`src/i2p_pkg.sv`:
```
// Shared types, character codes and precedence table for the infix to postfix converter.
package i2p_pkg;

  typedef struct packed {
    logic [7:0] in_char;
    logic       flush;
  } in_t;

  typedef struct packed {
    logic [7:0] out_char;
    logic       end_of_expr;
    logic       last;
  } out_t;

  localparam logic [2:0] KIND_OPERAND = 3'd0;
  localparam logic [2:0] KIND_LPAREN  = 3'd1;
  localparam logic [2:0] KIND_RPAREN  = 3'd2;
  localparam logic [2:0] KIND_OPER    = 3'd3;
  localparam logic [2:0] KIND_FLUSH   = 3'd4;

  typedef struct packed {
    logic [2:0] kind;
    logic [7:0] ch;
    logic [2:0] prec;
  } cmd_t;

  localparam logic [7:0] CH_LPAREN = 8'h28;
  localparam logic [7:0] CH_RPAREN = 8'h29;
  localparam logic [7:0] CH_CARET  = 8'h5E;
  localparam logic [7:0] CH_STAR   = 8'h2A;
  localparam logic [7:0] CH_SLASH  = 8'h2F;
  localparam logic [7:0] CH_PLUS   = 8'h2B;
  localparam logic [7:0] CH_MINUS  = 8'h2D;
  localparam logic [7:0] CH_TERM   = 8'h00;

  localparam logic [2:0] PREC_POW   = 3'd5;
  localparam logic [2:0] PREC_MUL   = 3'd4;
  localparam logic [2:0] PREC_ADD   = 3'd3;
  localparam logic [2:0] PREC_PAREN = 3'd2;
  localparam logic [2:0] PREC_OTHER = 3'd1;

  function automatic logic [2:0] prec_of(input logic [7:0] c);
    logic [2:0] p;
    unique case (c) inside
      CH_LPAREN:          p = PREC_PAREN;
      CH_CARET:           p = PREC_POW;
      CH_STAR, CH_SLASH:  p = PREC_MUL;
      CH_PLUS, CH_MINUS:  p = PREC_ADD;
      default:            p = PREC_OTHER;
    endcase
    return p;
  endfunction

endpackage

```
`src/i2p_front.sv`:
```
// Front end: classifies each incoming character request into a stack command.
module i2p_front (
  input  logic          char_valid,
  output logic          char_ready,
  input  i2p_pkg::in_t  char_item,
  output logic          cmd_valid,
  input  logic          cmd_ready,
  output i2p_pkg::cmd_t cmd
);
  import i2p_pkg::*;

  logic [7:0] c;
  logic       is_alnum;

  assign c = char_item.in_char;
  assign is_alnum = (c >= 8'h30 && c <= 8'h39) || (c >= 8'h41 && c <= 8'h5A) ||
                    (c >= 8'h61 && c <= 8'h7A);

  always_comb begin
    cmd.ch   = c;
    cmd.prec = prec_of(c);
    if (char_item.flush) begin
      cmd.kind = KIND_FLUSH;
    end else if (is_alnum) begin
      cmd.kind = KIND_OPERAND;
    end else if (c == CH_LPAREN) begin
      cmd.kind = KIND_LPAREN;
    end else if (c == CH_RPAREN) begin
      cmd.kind = KIND_RPAREN;
    end else begin
      cmd.kind = KIND_OPER;
    end
  end

  assign cmd_valid  = char_valid;
  assign char_ready = cmd_ready;

endmodule

```
`src/i2p_cmd_fifo.sv`:
```
// Two-entry command queue between the classifier and the stack engine.
module i2p_cmd_fifo (
  input  logic          clk,
  input  logic          rst,
  input  logic          wr_valid,
  output logic          wr_ready,
  input  i2p_pkg::cmd_t wr_cmd,
  output logic          rd_valid,
  input  logic          rd_pop,
  output i2p_pkg::cmd_t rd_cmd
);
  import i2p_pkg::*;

  cmd_t       slots [2];
  logic       wr_ptr;
  logic       rd_ptr;
  logic [1:0] fill;
  logic       do_wr;
  logic       do_rd;

  assign wr_ready = (fill != 2'd2);
  assign rd_valid = (fill != 2'd0);
  assign rd_cmd   = slots[rd_ptr];
  assign do_wr    = wr_valid && wr_ready;
  assign do_rd    = rd_pop && rd_valid;

  always_ff @(posedge clk) begin
    if (do_wr) begin
      slots[wr_ptr] <= wr_cmd;
    end
  end

  always_ff @(posedge clk) begin
    if (rst) begin
      wr_ptr <= 1'b0;
      rd_ptr <= 1'b0;
      fill   <= 2'd0;
    end else begin
      if (do_wr) begin
        wr_ptr <= ~wr_ptr;
      end
      if (do_rd) begin
        rd_ptr <= ~rd_ptr;
      end
      case ({do_wr, do_rd})
        2'b10:   fill <= fill + 2'd1;
        2'b01:   fill <= fill - 2'd1;
        default: fill <= fill;
      endcase
    end
  end

endmodule

```
`src/i2p_back.sv`:
```
// Back end: operator stack engine, pending result holder and output register.
module i2p_back #(
  parameter int STACK_DEPTH = 32
) (
  input  logic          clk,
  input  logic          rst,
  input  logic          cmd_valid,
  input  i2p_pkg::cmd_t cmd,
  output logic          cmd_pop,
  output logic          res_valid,
  input  logic          res_ready,
  output i2p_pkg::out_t res
);
  import i2p_pkg::*;

  localparam int AW = (STACK_DEPTH > 1) ? $clog2(STACK_DEPTH) : 1;
  localparam int CW = $clog2(STACK_DEPTH + 1);
  localparam logic [CW-1:0] FULL = CW'(STACK_DEPTH);

  localparam logic ST_RUN = 1'b0;
  localparam logic ST_FIN = 1'b1;

  logic [7:0]    mem [STACK_DEPTH];
  logic [CW-1:0] cnt;
  logic [CW-1:0] cnt_next;
  logic [7:0]    top;
  logic          state;
  logic          state_next;
  logic          pend_valid;
  logic [7:0]    pend_char;
  logic          pend_eoe;

  logic          do_push;
  logic          do_pop;
  logic          do_emit;
  logic [7:0]    emit_char;
  logic          emit_eoe;
  logic          finish;
  logic          direct;
  logic          need_out;
  logic          out_free;
  logic          act;
  logic [2:0]    top_prec;
  logic [CW-1:0] rd_cnt;
  logic [AW-1:0] rd_addr;
  logic [AW-1:0] wr_addr;
  logic          wr_en;

  assign top_prec = prec_of(top);
  assign out_free = !res_valid || res_ready;

  always_comb begin
    do_push   = 1'b0;
    do_pop    = 1'b0;
    do_emit   = 1'b0;
    emit_char = top;
    emit_eoe  = 1'b0;
    finish    = 1'b0;
    direct    = 1'b0;
    if (state == ST_RUN) begin
      case (cmd.kind)
        KIND_OPERAND: begin
          direct = 1'b1;
        end
        KIND_LPAREN: begin
          do_push = (cnt != FULL);
          finish  = 1'b1;
        end
        KIND_RPAREN: begin
          if (cnt != '0) begin
            do_pop = 1'b1;
            if (top == CH_LPAREN) begin
              finish = 1'b1;
            end else begin
              do_emit = 1'b1;
            end
          end else begin
            finish = 1'b1;
          end
        end
        KIND_OPER: begin
          if (cnt != '0 && top_prec >= cmd.prec) begin
            do_pop  = 1'b1;
            do_emit = 1'b1;
          end else begin
            do_push = (cnt != FULL);
            finish  = 1'b1;
          end
        end
        default: begin
          // flush: drain the stack, then emit the terminator
          if (cnt != '0) begin
            do_pop  = 1'b1;
            do_emit = 1'b1;
          end else begin
            do_emit   = 1'b1;
            emit_char = CH_TERM;
            emit_eoe  = 1'b1;
            finish    = 1'b1;
          end
        end
      endcase
    end
  end

  assign need_out = direct || (state == ST_FIN) || (do_emit && pend_valid);
  assign act      = cmd_valid && (!need_out || out_free);

  always_comb begin
    cnt_next   = cnt;
    state_next = state;
    cmd_pop    = 1'b0;
    if (act) begin
      if (do_pop) begin
        cnt_next = cnt - CW'(1);
      end else if (do_push) begin
        cnt_next = cnt + CW'(1);
      end
      if (state == ST_FIN) begin
        state_next = ST_RUN;
        cmd_pop    = 1'b1;
      end else if (direct) begin
        cmd_pop = 1'b1;
      end else if (finish) begin
        // hold the item until its pending result goes out marked last
        if (do_emit || pend_valid) begin
          state_next = ST_FIN;
        end else begin
          cmd_pop = 1'b1;
        end
      end
    end
  end

  assign wr_en   = act && do_push;
  assign wr_addr = cnt[AW-1:0];
  assign rd_cnt  = cnt_next - CW'(1);
  assign rd_addr = rd_cnt[AW-1:0];

  always_ff @(posedge clk) begin
    if (wr_en) begin
      mem[wr_addr] <= cmd.ch;
    end
  end

  // top tracks the entry under the next count while that count is nonzero, with write forwarding
  always_ff @(posedge clk) begin
    if (cnt_next != '0) begin
      if (wr_en && wr_addr == rd_addr) begin
        top <= cmd.ch;
      end else begin
        top <= mem[rd_addr];
      end
    end
  end

  always_ff @(posedge clk) begin
    if (rst) begin
      cnt        <= '0;
      state      <= ST_RUN;
      pend_valid <= 1'b0;
      res_valid  <= 1'b0;
    end else begin
      cnt   <= cnt_next;
      state <= state_next;
      if (act && state == ST_FIN) begin
        pend_valid <= 1'b0;
      end else if (act && do_emit) begin
        pend_valid <= 1'b1;
      end
      if (act && need_out) begin
        res_valid <= 1'b1;
      end else if (res_ready) begin
        res_valid <= 1'b0;
      end
    end
  end

  always_ff @(posedge clk) begin
    if (act) begin
      if (do_emit) begin
        pend_char <= emit_char;
        pend_eoe  <= emit_eoe;
      end
      if (direct) begin
        res.out_char    <= cmd.ch;
        res.end_of_expr <= 1'b0;
        res.last        <= 1'b1;
      end else if (need_out) begin
        res.out_char    <= pend_char;
        res.end_of_expr <= pend_eoe;
        res.last        <= (state == ST_FIN);
      end
    end
  end

endmodule

```
`src/infix_to_postfix_converter_unit.sv`:
```
// Top level of the shunting-yard infix to postfix converter.
//
//   channel  direction  payload              handshake
//   char     in         in_t  (char, flush)   char_valid / char_ready
//   post     out        out_t (char, flags)   post_valid / post_ready
//
// A request enters a two-entry command queue; the stack engine works on one
// command at a time. An operand goes straight out; any other command pops
// stack entries one at a time as needed, then does its final push or test, and
// an item whose last result sits in the pending holder takes a closing step.
// Reset clears the stack count, the queue and the output valid flag; stack
// storage is never cleared. Either side may stall without losing requests.
module infix_to_postfix_converter_unit #(
  parameter int STACK_DEPTH = 32
) (
  input  logic          clk,
  input  logic          rst,
  input  logic          char_valid,
  output logic          char_ready,
  input  i2p_pkg::in_t  char_item,
  output logic          post_valid,
  input  logic          post_ready,
  output i2p_pkg::out_t post_item
);
  import i2p_pkg::*;

  logic cls_valid;
  logic cls_ready;
  cmd_t cls_cmd;
  logic q_valid;
  logic q_pop;
  cmd_t q_cmd;

  i2p_front u_front (
    .char_valid (char_valid),
    .char_ready (char_ready),
    .char_item  (char_item),
    .cmd_valid  (cls_valid),
    .cmd_ready  (cls_ready),
    .cmd        (cls_cmd)
  );

  i2p_cmd_fifo u_fifo (
    .clk      (clk),
    .rst      (rst),
    .wr_valid (cls_valid),
    .wr_ready (cls_ready),
    .wr_cmd   (cls_cmd),
    .rd_valid (q_valid),
    .rd_pop   (q_pop),
    .rd_cmd   (q_cmd)
  );

  i2p_back #(
    .STACK_DEPTH (STACK_DEPTH)
  ) u_back (
    .clk       (clk),
    .rst       (rst),
    .cmd_valid (q_valid),
    .cmd       (q_cmd),
    .cmd_pop   (q_pop),
    .res_valid (post_valid),
    .res_ready (post_ready),
    .res       (post_item)
  );

endmodule

```
`config.mk`:
```
export PLATFORM = sky130hd
export DESIGN_NAME = infix_to_postfix_converter_unit
export DESIGN_NICKNAME = d
export VERILOG_FILES = /design/src/i2p_pkg.sv /design/src/i2p_front.sv /design/src/i2p_cmd_fifo.sv /design/src/i2p_back.sv /design/src/infix_to_postfix_converter_unit.sv
export SDC_FILE = /design/constraint.sdc
export NUM_CORES = 1
export LEC_CHECK = 0
export ABC_CLOCK_PERIOD_IN_PS = 6900
export BUFFER_PORTS_ARGS = -buffer_cell sky130_fd_sc_hd__buf_2
export CAP_MARGIN = 40
export CORE_MARGIN = 1
export CORE_UTILIZATION = 34
export DETAILED_ROUTE_END_ITERATION = 6
export PLACE_DENSITY_LB_ADDON = 0.05
export SYNTH_ARGS = -nofsm -noshare
export SYNTH_HDL_FRONTEND = slang
export SYNTH_HIERARCHICAL = 1
export SYNTH_SLANG_ARGS = --single-unit
```
`constraint.sdc`:
```
create_clock -name clk -period 6.9 [get_ports clk]
set_clock_uncertainty 0.05 [all_clocks]
set_input_delay 0.69 -clock clk [delete_from_list [all_inputs] [get_ports clk]]
set_output_delay 0.69 -clock clk [all_outputs]
set_load 0.05 [all_outputs]
```
==> Yosys cells after proc, flatten, opt, wreduce, memory -nomap -nowiden <==
Memory sizes are Yosys's and may differ from the RTL's. A register that Yosys moved wholly into a read port is not among the register bits.
Index checks and enable logic that the tools add are counted.
{ "op_classes": {"addsub": 5, "n_lt_le_gt_ge": 7, "eq_ne": 20, "mux": 51, "bitwise_logic": 2, "n_reduce_logical": 38} }
{ "op_table": {"columns": ["op", "n"], "rows": [
  ["$eq 8x6->1 const B", 11],
  ["$mux 1", 33],
  ["$mux 8", 3],
  ["$pmux 3 s4", 2],
  ["$mux 10", 2],
  ["$mux 6", 3],
  ["$eq 8x7->1 const B", 2],
  ["$ge 8x7->1 const B", 2],
  ["$le 8x7->1 const B", 2],
  ["$logic_and 1x1->1", 12],
  ["$reduce_bool 6->1", 2],
  ["$reduce_or 2->1", 6],
  ["$mux 3", 3],
  ["$ge 8x6->1 const B", 1],
  ["$le 8x6->1 const B", 1],
  ["$reduce_bool 2->1", 4],
  ["$logic_or 1x1->1", 7],
  ["$add 6x1->6 const B", 1],
  ["$eq 3x2->1 const B", 2],
  ["$ne 6x6->1 const B", 1],
  ["$sub 6x1->6 const B", 1],
  ["$reduce_or 5->1", 1],
  ["$sub 5x1->5 const B", 1],
  ["$pmux 1 s2", 2],
  ["other kinds (15)", 18]
]} }
{ "word_totals": {"regBits": 32, "ram_bits": 284, "out_inout_bits": 12, "wordCells": 137, "n_memories": 2} }
{ "memory_table": {"columns": ["name", "words", "width", "read_ports", "rd_ports_with_merged_regs", "wr", "line_no", "rtl"], "rows": [
  ["u_back.mem", 32, 8, 1, 1, 1, "i2p_back.sv:23", "logic [7:0] mem [STACK_DEPTH];"],
  ["u_fifo.slots", 2, 14, 1, 1, 1, "i2p_cmd_fifo.sv:14", "cmd_t slots [2];"]
]} }

==> Logic depth before layout (Yosys ltp) <==
{ "depth": {"ltp_word": 17, "depth_mapped": 23} }

==> By module <==
Netlist, hierarchy kept.
{ "by_module_without_submodules": {"columns": ["mod", "instances", "cells_each", "area_per_inst_um2", "seq_area_each_um2"], "rows": [
  ["i2p_back", 1, 709, 12197.9, 8678.3],
  ["i2p_cmd_fifo", 1, 67, 1226.2, 940.9],
  ["i2p_front", 1, 39, 302.8, 0.0]
]} }

==> Worst setup path before layout <==
No wires, ideal clock.
{ "synth_timing": {"path_type": "register -> register", "start": "reg (tool-made name)", "end": "reg u_back.top[5], read port of u_back.mem, data pin", "setup_ns": 0.281, "t_arrival_ns": 4.761, "setup_slack_ns": 1.808, "path_stages_with_launch": 20, "path_cell_list": "dfxtp_1 > buf_2 > mux2_2 > ha_1 > nand2b_1 > a2111oi_0 > or4_1 > a221oi_2 > xnor2_1 > buf_2 > clkbuf_1 > ha_1 > clkbuf_1 > clkbuf_1 > clkbuf_1 > mux4_2 > nand2_1 > a21oi_1 > a31oi_1 > a221oi_1"} }
{ "synth_rtl": {"columns": ["element", "line_no", "rtl"], "rows": [
  ["end, declared", "i2p_back.sv:26", "logic [7:0] top;"]
]} }

==> Worst setup path in the final report <==
{ "layout_timing": {"start": "reg u_back.top[2], read port of u_back.mem", "end": "reg u_back.top[1], read port of u_back.mem, data pin"} }
{ "layout_via": {"elab_chain_cells": 15, "word_cells_on_any_way": 31, "cone_classes": "add/sub (1); order compare (1); eq/ne (6); mux (14); reduce/logical (9)"} }
{ "layout_rtl": {"columns": ["element", "line_no", "rtl"], "rows": [
  ["$eq 8x6->1", "i2p_back.sv:49", "assign top_prec = prec_of(top);"],
  ["$reduce_or 2->1", "i2p_pkg.sv:44", "unique case (c) inside"],
  ["$pmux 3 s4", "i2p_pkg.sv:44", null],
  ["$ge 3x3->1", "i2p_back.sv:82", "if (cnt != '0 && top_prec >= cmd.prec) begin"],
  ["$logic_and 1x1->1", "i2p_back.sv:82", null],
  ["$mux 1", "i2p_back.sv:82", null],
  ["$pmux 1 s3", "i2p_back.sv:61", "case (cmd.kind)"],
  ["$mux 1", "i2p_back.sv:60", "if (state == ST_RUN) begin"],
  ["$logic_and 1x1->1", "i2p_back.sv:106", "assign need_out = direct || (state == ST_FIN) || (do_emit && pend_valid);"],
  ["$logic_or 1x1->1", "i2p_back.sv:106", null],
  ["$logic_not 1->1", "i2p_back.sv:107", "assign act = cmd_valid && (!need_out || out_free);"],
  ["$logic_or 1x1->1", "i2p_back.sv:107", null],
  ["$logic_and 1x1->1", "i2p_back.sv:107", null],
  ["$mux 6 (*)", "i2p_back.sv:113", "if (act) begin"],
  ["$sub 5x1->5 / $reduce_bool 6->1 (equally long branches)", "i2p_back.sv:137, i2p_back.sv:148", null]
]} }
Every way passes the cells marked *; elsewhere a longest branch is shown, timed or not.
A chain may end at the register's enable or synchronous reset.

==> summary.md <==
| Metric | Value |
|---|---|
| Status | finished clean |
| TritonCTS clock tree | yes |
| Hold Path Class | input port to flop |
| Clock root buffer | clkbuf_16 |
| Synth async-reset ratio | 0 |
| CP startpoint | u_back/top[2] |
| Met2 Usage GRT | 0.2731 |
| Die area | 41180 sq um |
| Critical path depth | 17 |
| Post-synth top area cell | edfxtp_1 |
| CP peak stage delay | 0.68 ns |
| Critical Path AT | 5.71 ns |
| Register area share after synthesis | 0.7008 |
| GP Congestion | 0.8328 |
| Post-synth cell types | 67 |
| Routed vias/inst | 5.181 |
| Fin crit share | 0.7998 |
| Crit-path cells | nand4b_1, a21oi_1, a31oi_1, nor2_1, ha_1, nand2b_1, a2111oi_0, or4_1, o22ai_1, a211o_1, a211oi_1, o21a_2, xor2_4, buf_8, mux4_2, nor3_1, a221oi_1 |
| Primary FF master, synth | edfxtp_1 |
| Worst skew pair latency | 0.52 ns |
| Deepest clock path buffer count | 3 |
| Synth Register Bits | 325 |
| Vias in the first global route | 7532 |
| Filler instances | 3642 |
| Buffers added on ports | 24 |
| Core area | 39730 sq um |
| Worst Setup EP | u_back/top[1] |
| Antenna Nets Post-Route | 0 |
| Cell family with most CP delay | compound AO/OA/AOI/OAI gates |
| First-pass GRT wire length | 50000 um |
| CP Launch Type | flop |
| Final number of hold-violating endpoints | 0 |
| Post-cts sizing count | 0 |
| Wirelength per Cell | 23.75 um |
| Crit path buffers/inverters | 1 |
| Synthesized area | 13730 sq um |
| Via Count | 7311 |
| Violation count after the first detailed-route iteration | 579 |
| Antenna violations before repair | 0 |
| Initial DRT Pass Iterations | 5 |
| Syn_nets | 837 |
| H-tree levels | 2 |
| Die width | 202.9 um |
| Commonest non-fill, non-tap cell in the layout | edfxtp_1 |
| Share of cells above drive strength 1 | 0.2294 |
| Die Y | 202.9 um |
| Area delta synth->final | 14.98% |
| Clock sink total | 325 |
| Post-synth EDFFs | 311 |
| Fin. max-slew vios | 0 |
| YS warnings | 6 |
| Nets | 879 |
| Drc violations | 0 |
| Syn Area/Cell | 16.84 sq um |
| Most frequent cells in the layout | 311 x edfxtp_1, 64 x nor2_1, 48 x mux4_2 |
| R2R Path Start | u_back/top[2] |
| Setup bufs post-CTS | 0 |
| Max-slew headroom | 0.4114 |
| Max_cap viols | 0 |
| Post-Syn Instances | 815 |
| FF-to-FF path depth | 17 |
| Critical Path RT | 7.09 ns |
| Initial core utilization | 0.3455 |
| Worst-path cell with the longest stage delay | a2111oi_0 |
| Hpwl dp | 21410 um |
| Min Tclk post-route | 5.519 ns |
| Capturing point of the worst reg2reg path | u_back/top[1] |
| Fmax | 181.2 MHz |
| Largest net degree at the start of global routing | 68 |
| Final WL | 33510 um |
| Top Usage Layer GRT | met2 |
| # setup viols final | 0 |
| Post-route setup TNS | 0 ns |
| RSZ-0062 raised after global routing | false |
| Clock slew at reported path FFs | 0.06 ns |
| CP Max Fanout | 17 |
| Crit end category | flop |
| I/O pin count | 25 |
| CTS Hold Bufs | 0 |
| Least-Margin Pin Slew | 0.8797 ns |
| Tot GR Track Use | 0.1663 |
| TritonCTS buffer count | 38 |
| Synth top area share | 0.6803 |
| Synth area leaders | edfxtp_1 68%, mux4_2 7.9%, mux2i_1 3.1%, dfxtp_1 2.0%, mux2_2 1.8% |
| # rows | 73 |
| Worst Path Class, Setup | flop to flop |
| Grt met3 use | 0.02713 |
| Met1 Use GR | 0.2278 |
| R2r setup slk | 1.38 ns |
| Gr ovfl total | 0 |
-- cells in the mapped netlist (15+ instances only) --
cell and count:
a21oi_1 20, mux2i_1 42, inv_1 16, nor2b_1 23
clkbuf_1 16, mux2_2 22, nor3_1 17, edfxtp_1 311
nor2_1 64, nand2_1 22, mux4_2 48, a22oi_1 15
-- layout make-up --
type / count / area (sq um) / area share
well taps: 525 / 656.9 / 0.04162
inverters: 16 / 60.06 / 0.003805
clock inverters: 19 / 220.2 / 0.01395
clock buffers: 49 / 1056 / 0.06691
diodes: 1 / 2.502 / 0.0001586
multi-input cells: 425 / 3796 / 0.2405
repair buffers: 51 / 371.6 / 0.02355
flip-flops and latches: 325 / 9619 / 0.6095
-- kinds of logic (layout without fill, tap and decap cells) --
group	Yosys count	count (layout)	share of synthesized area
other cells	0	1	0
flops	325	325	0.7008
fa+ha+maj	9	9	0.008204
mux	112	112	0.1274
compound gates	106	106	0.05633
simple gates	180	180	0.07000
xor+xnor	18	18	0.01285
buf+inv	65	135	0.02443
-- flip-flops by register name, indices dropped and copies added, names as in the netlist, named ones only --
signal / flops
u_back/cnt: 6
u_back/mem: 256
u_back/pend_char: 8
u_back/pend_eoe: 1
u_back/pend_valid: 1
u_back/res: 10
u_back/res_valid: 1
u_back/state: 1
u_back/top: 8
u_fifo/fill: 2
u_fifo/rd_ptr: 1
u_fifo/slots: 28
u_fifo/wr_ptr: 1
-- metal layers --
metal	vias to the layer above	share of wire
li1	3303	-
met1	3794	0.46
met2	163	0.48
met3	51	0.039
met4	0	0.020
met5	-	0
-- worst min-delay path by stage --
| stage | from | to | slack, ns | depth (start not counted) |
|---|---|---|---|---|
| 3_3_place_gp | u_fifo/fill[1] | u_fifo/fill[1] | 0.44 | 2 |
| 4_1_cts | char_item[7] | u_fifo/slots[1][9] | 0.35 | 1 |
| 6_report | char_item[7] | u_fifo/slots[1][9] | 0.38 | 1 |
| 5_1_grt | char_item[7] | u_fifo/slots[1][9] | 0.36 | 1 |
| 3_5_place_dp | u_fifo/rd_ptr | u_fifo/rd_ptr | 0.46 | 2 |
| 2_1_floorplan | u_fifo/fill[1] | u_fifo/fill[1] | 0.42 | 2 |
-- stage by stage --
step	setup slack [ns]	instance area [sq um]	utilization	hold slack (ns)	instances
after detailed placement	1.510	14500	0.3649	0.4587	1341
final	1.381	15780	0.3972	0.3787	1411
after global routing	1.053	15780	0.3972	0.3577	1410
after CTS	1.472	15770	0.3970	0.3479	1409
after floorplan	1.808	13730	-	0.4239	815
after global placement	1.431	14340	0.3609	0.4413	1323
Power is not shown: default switching activity piles up to over one toggle a cycle in this logic, so the estimate is an artifact.
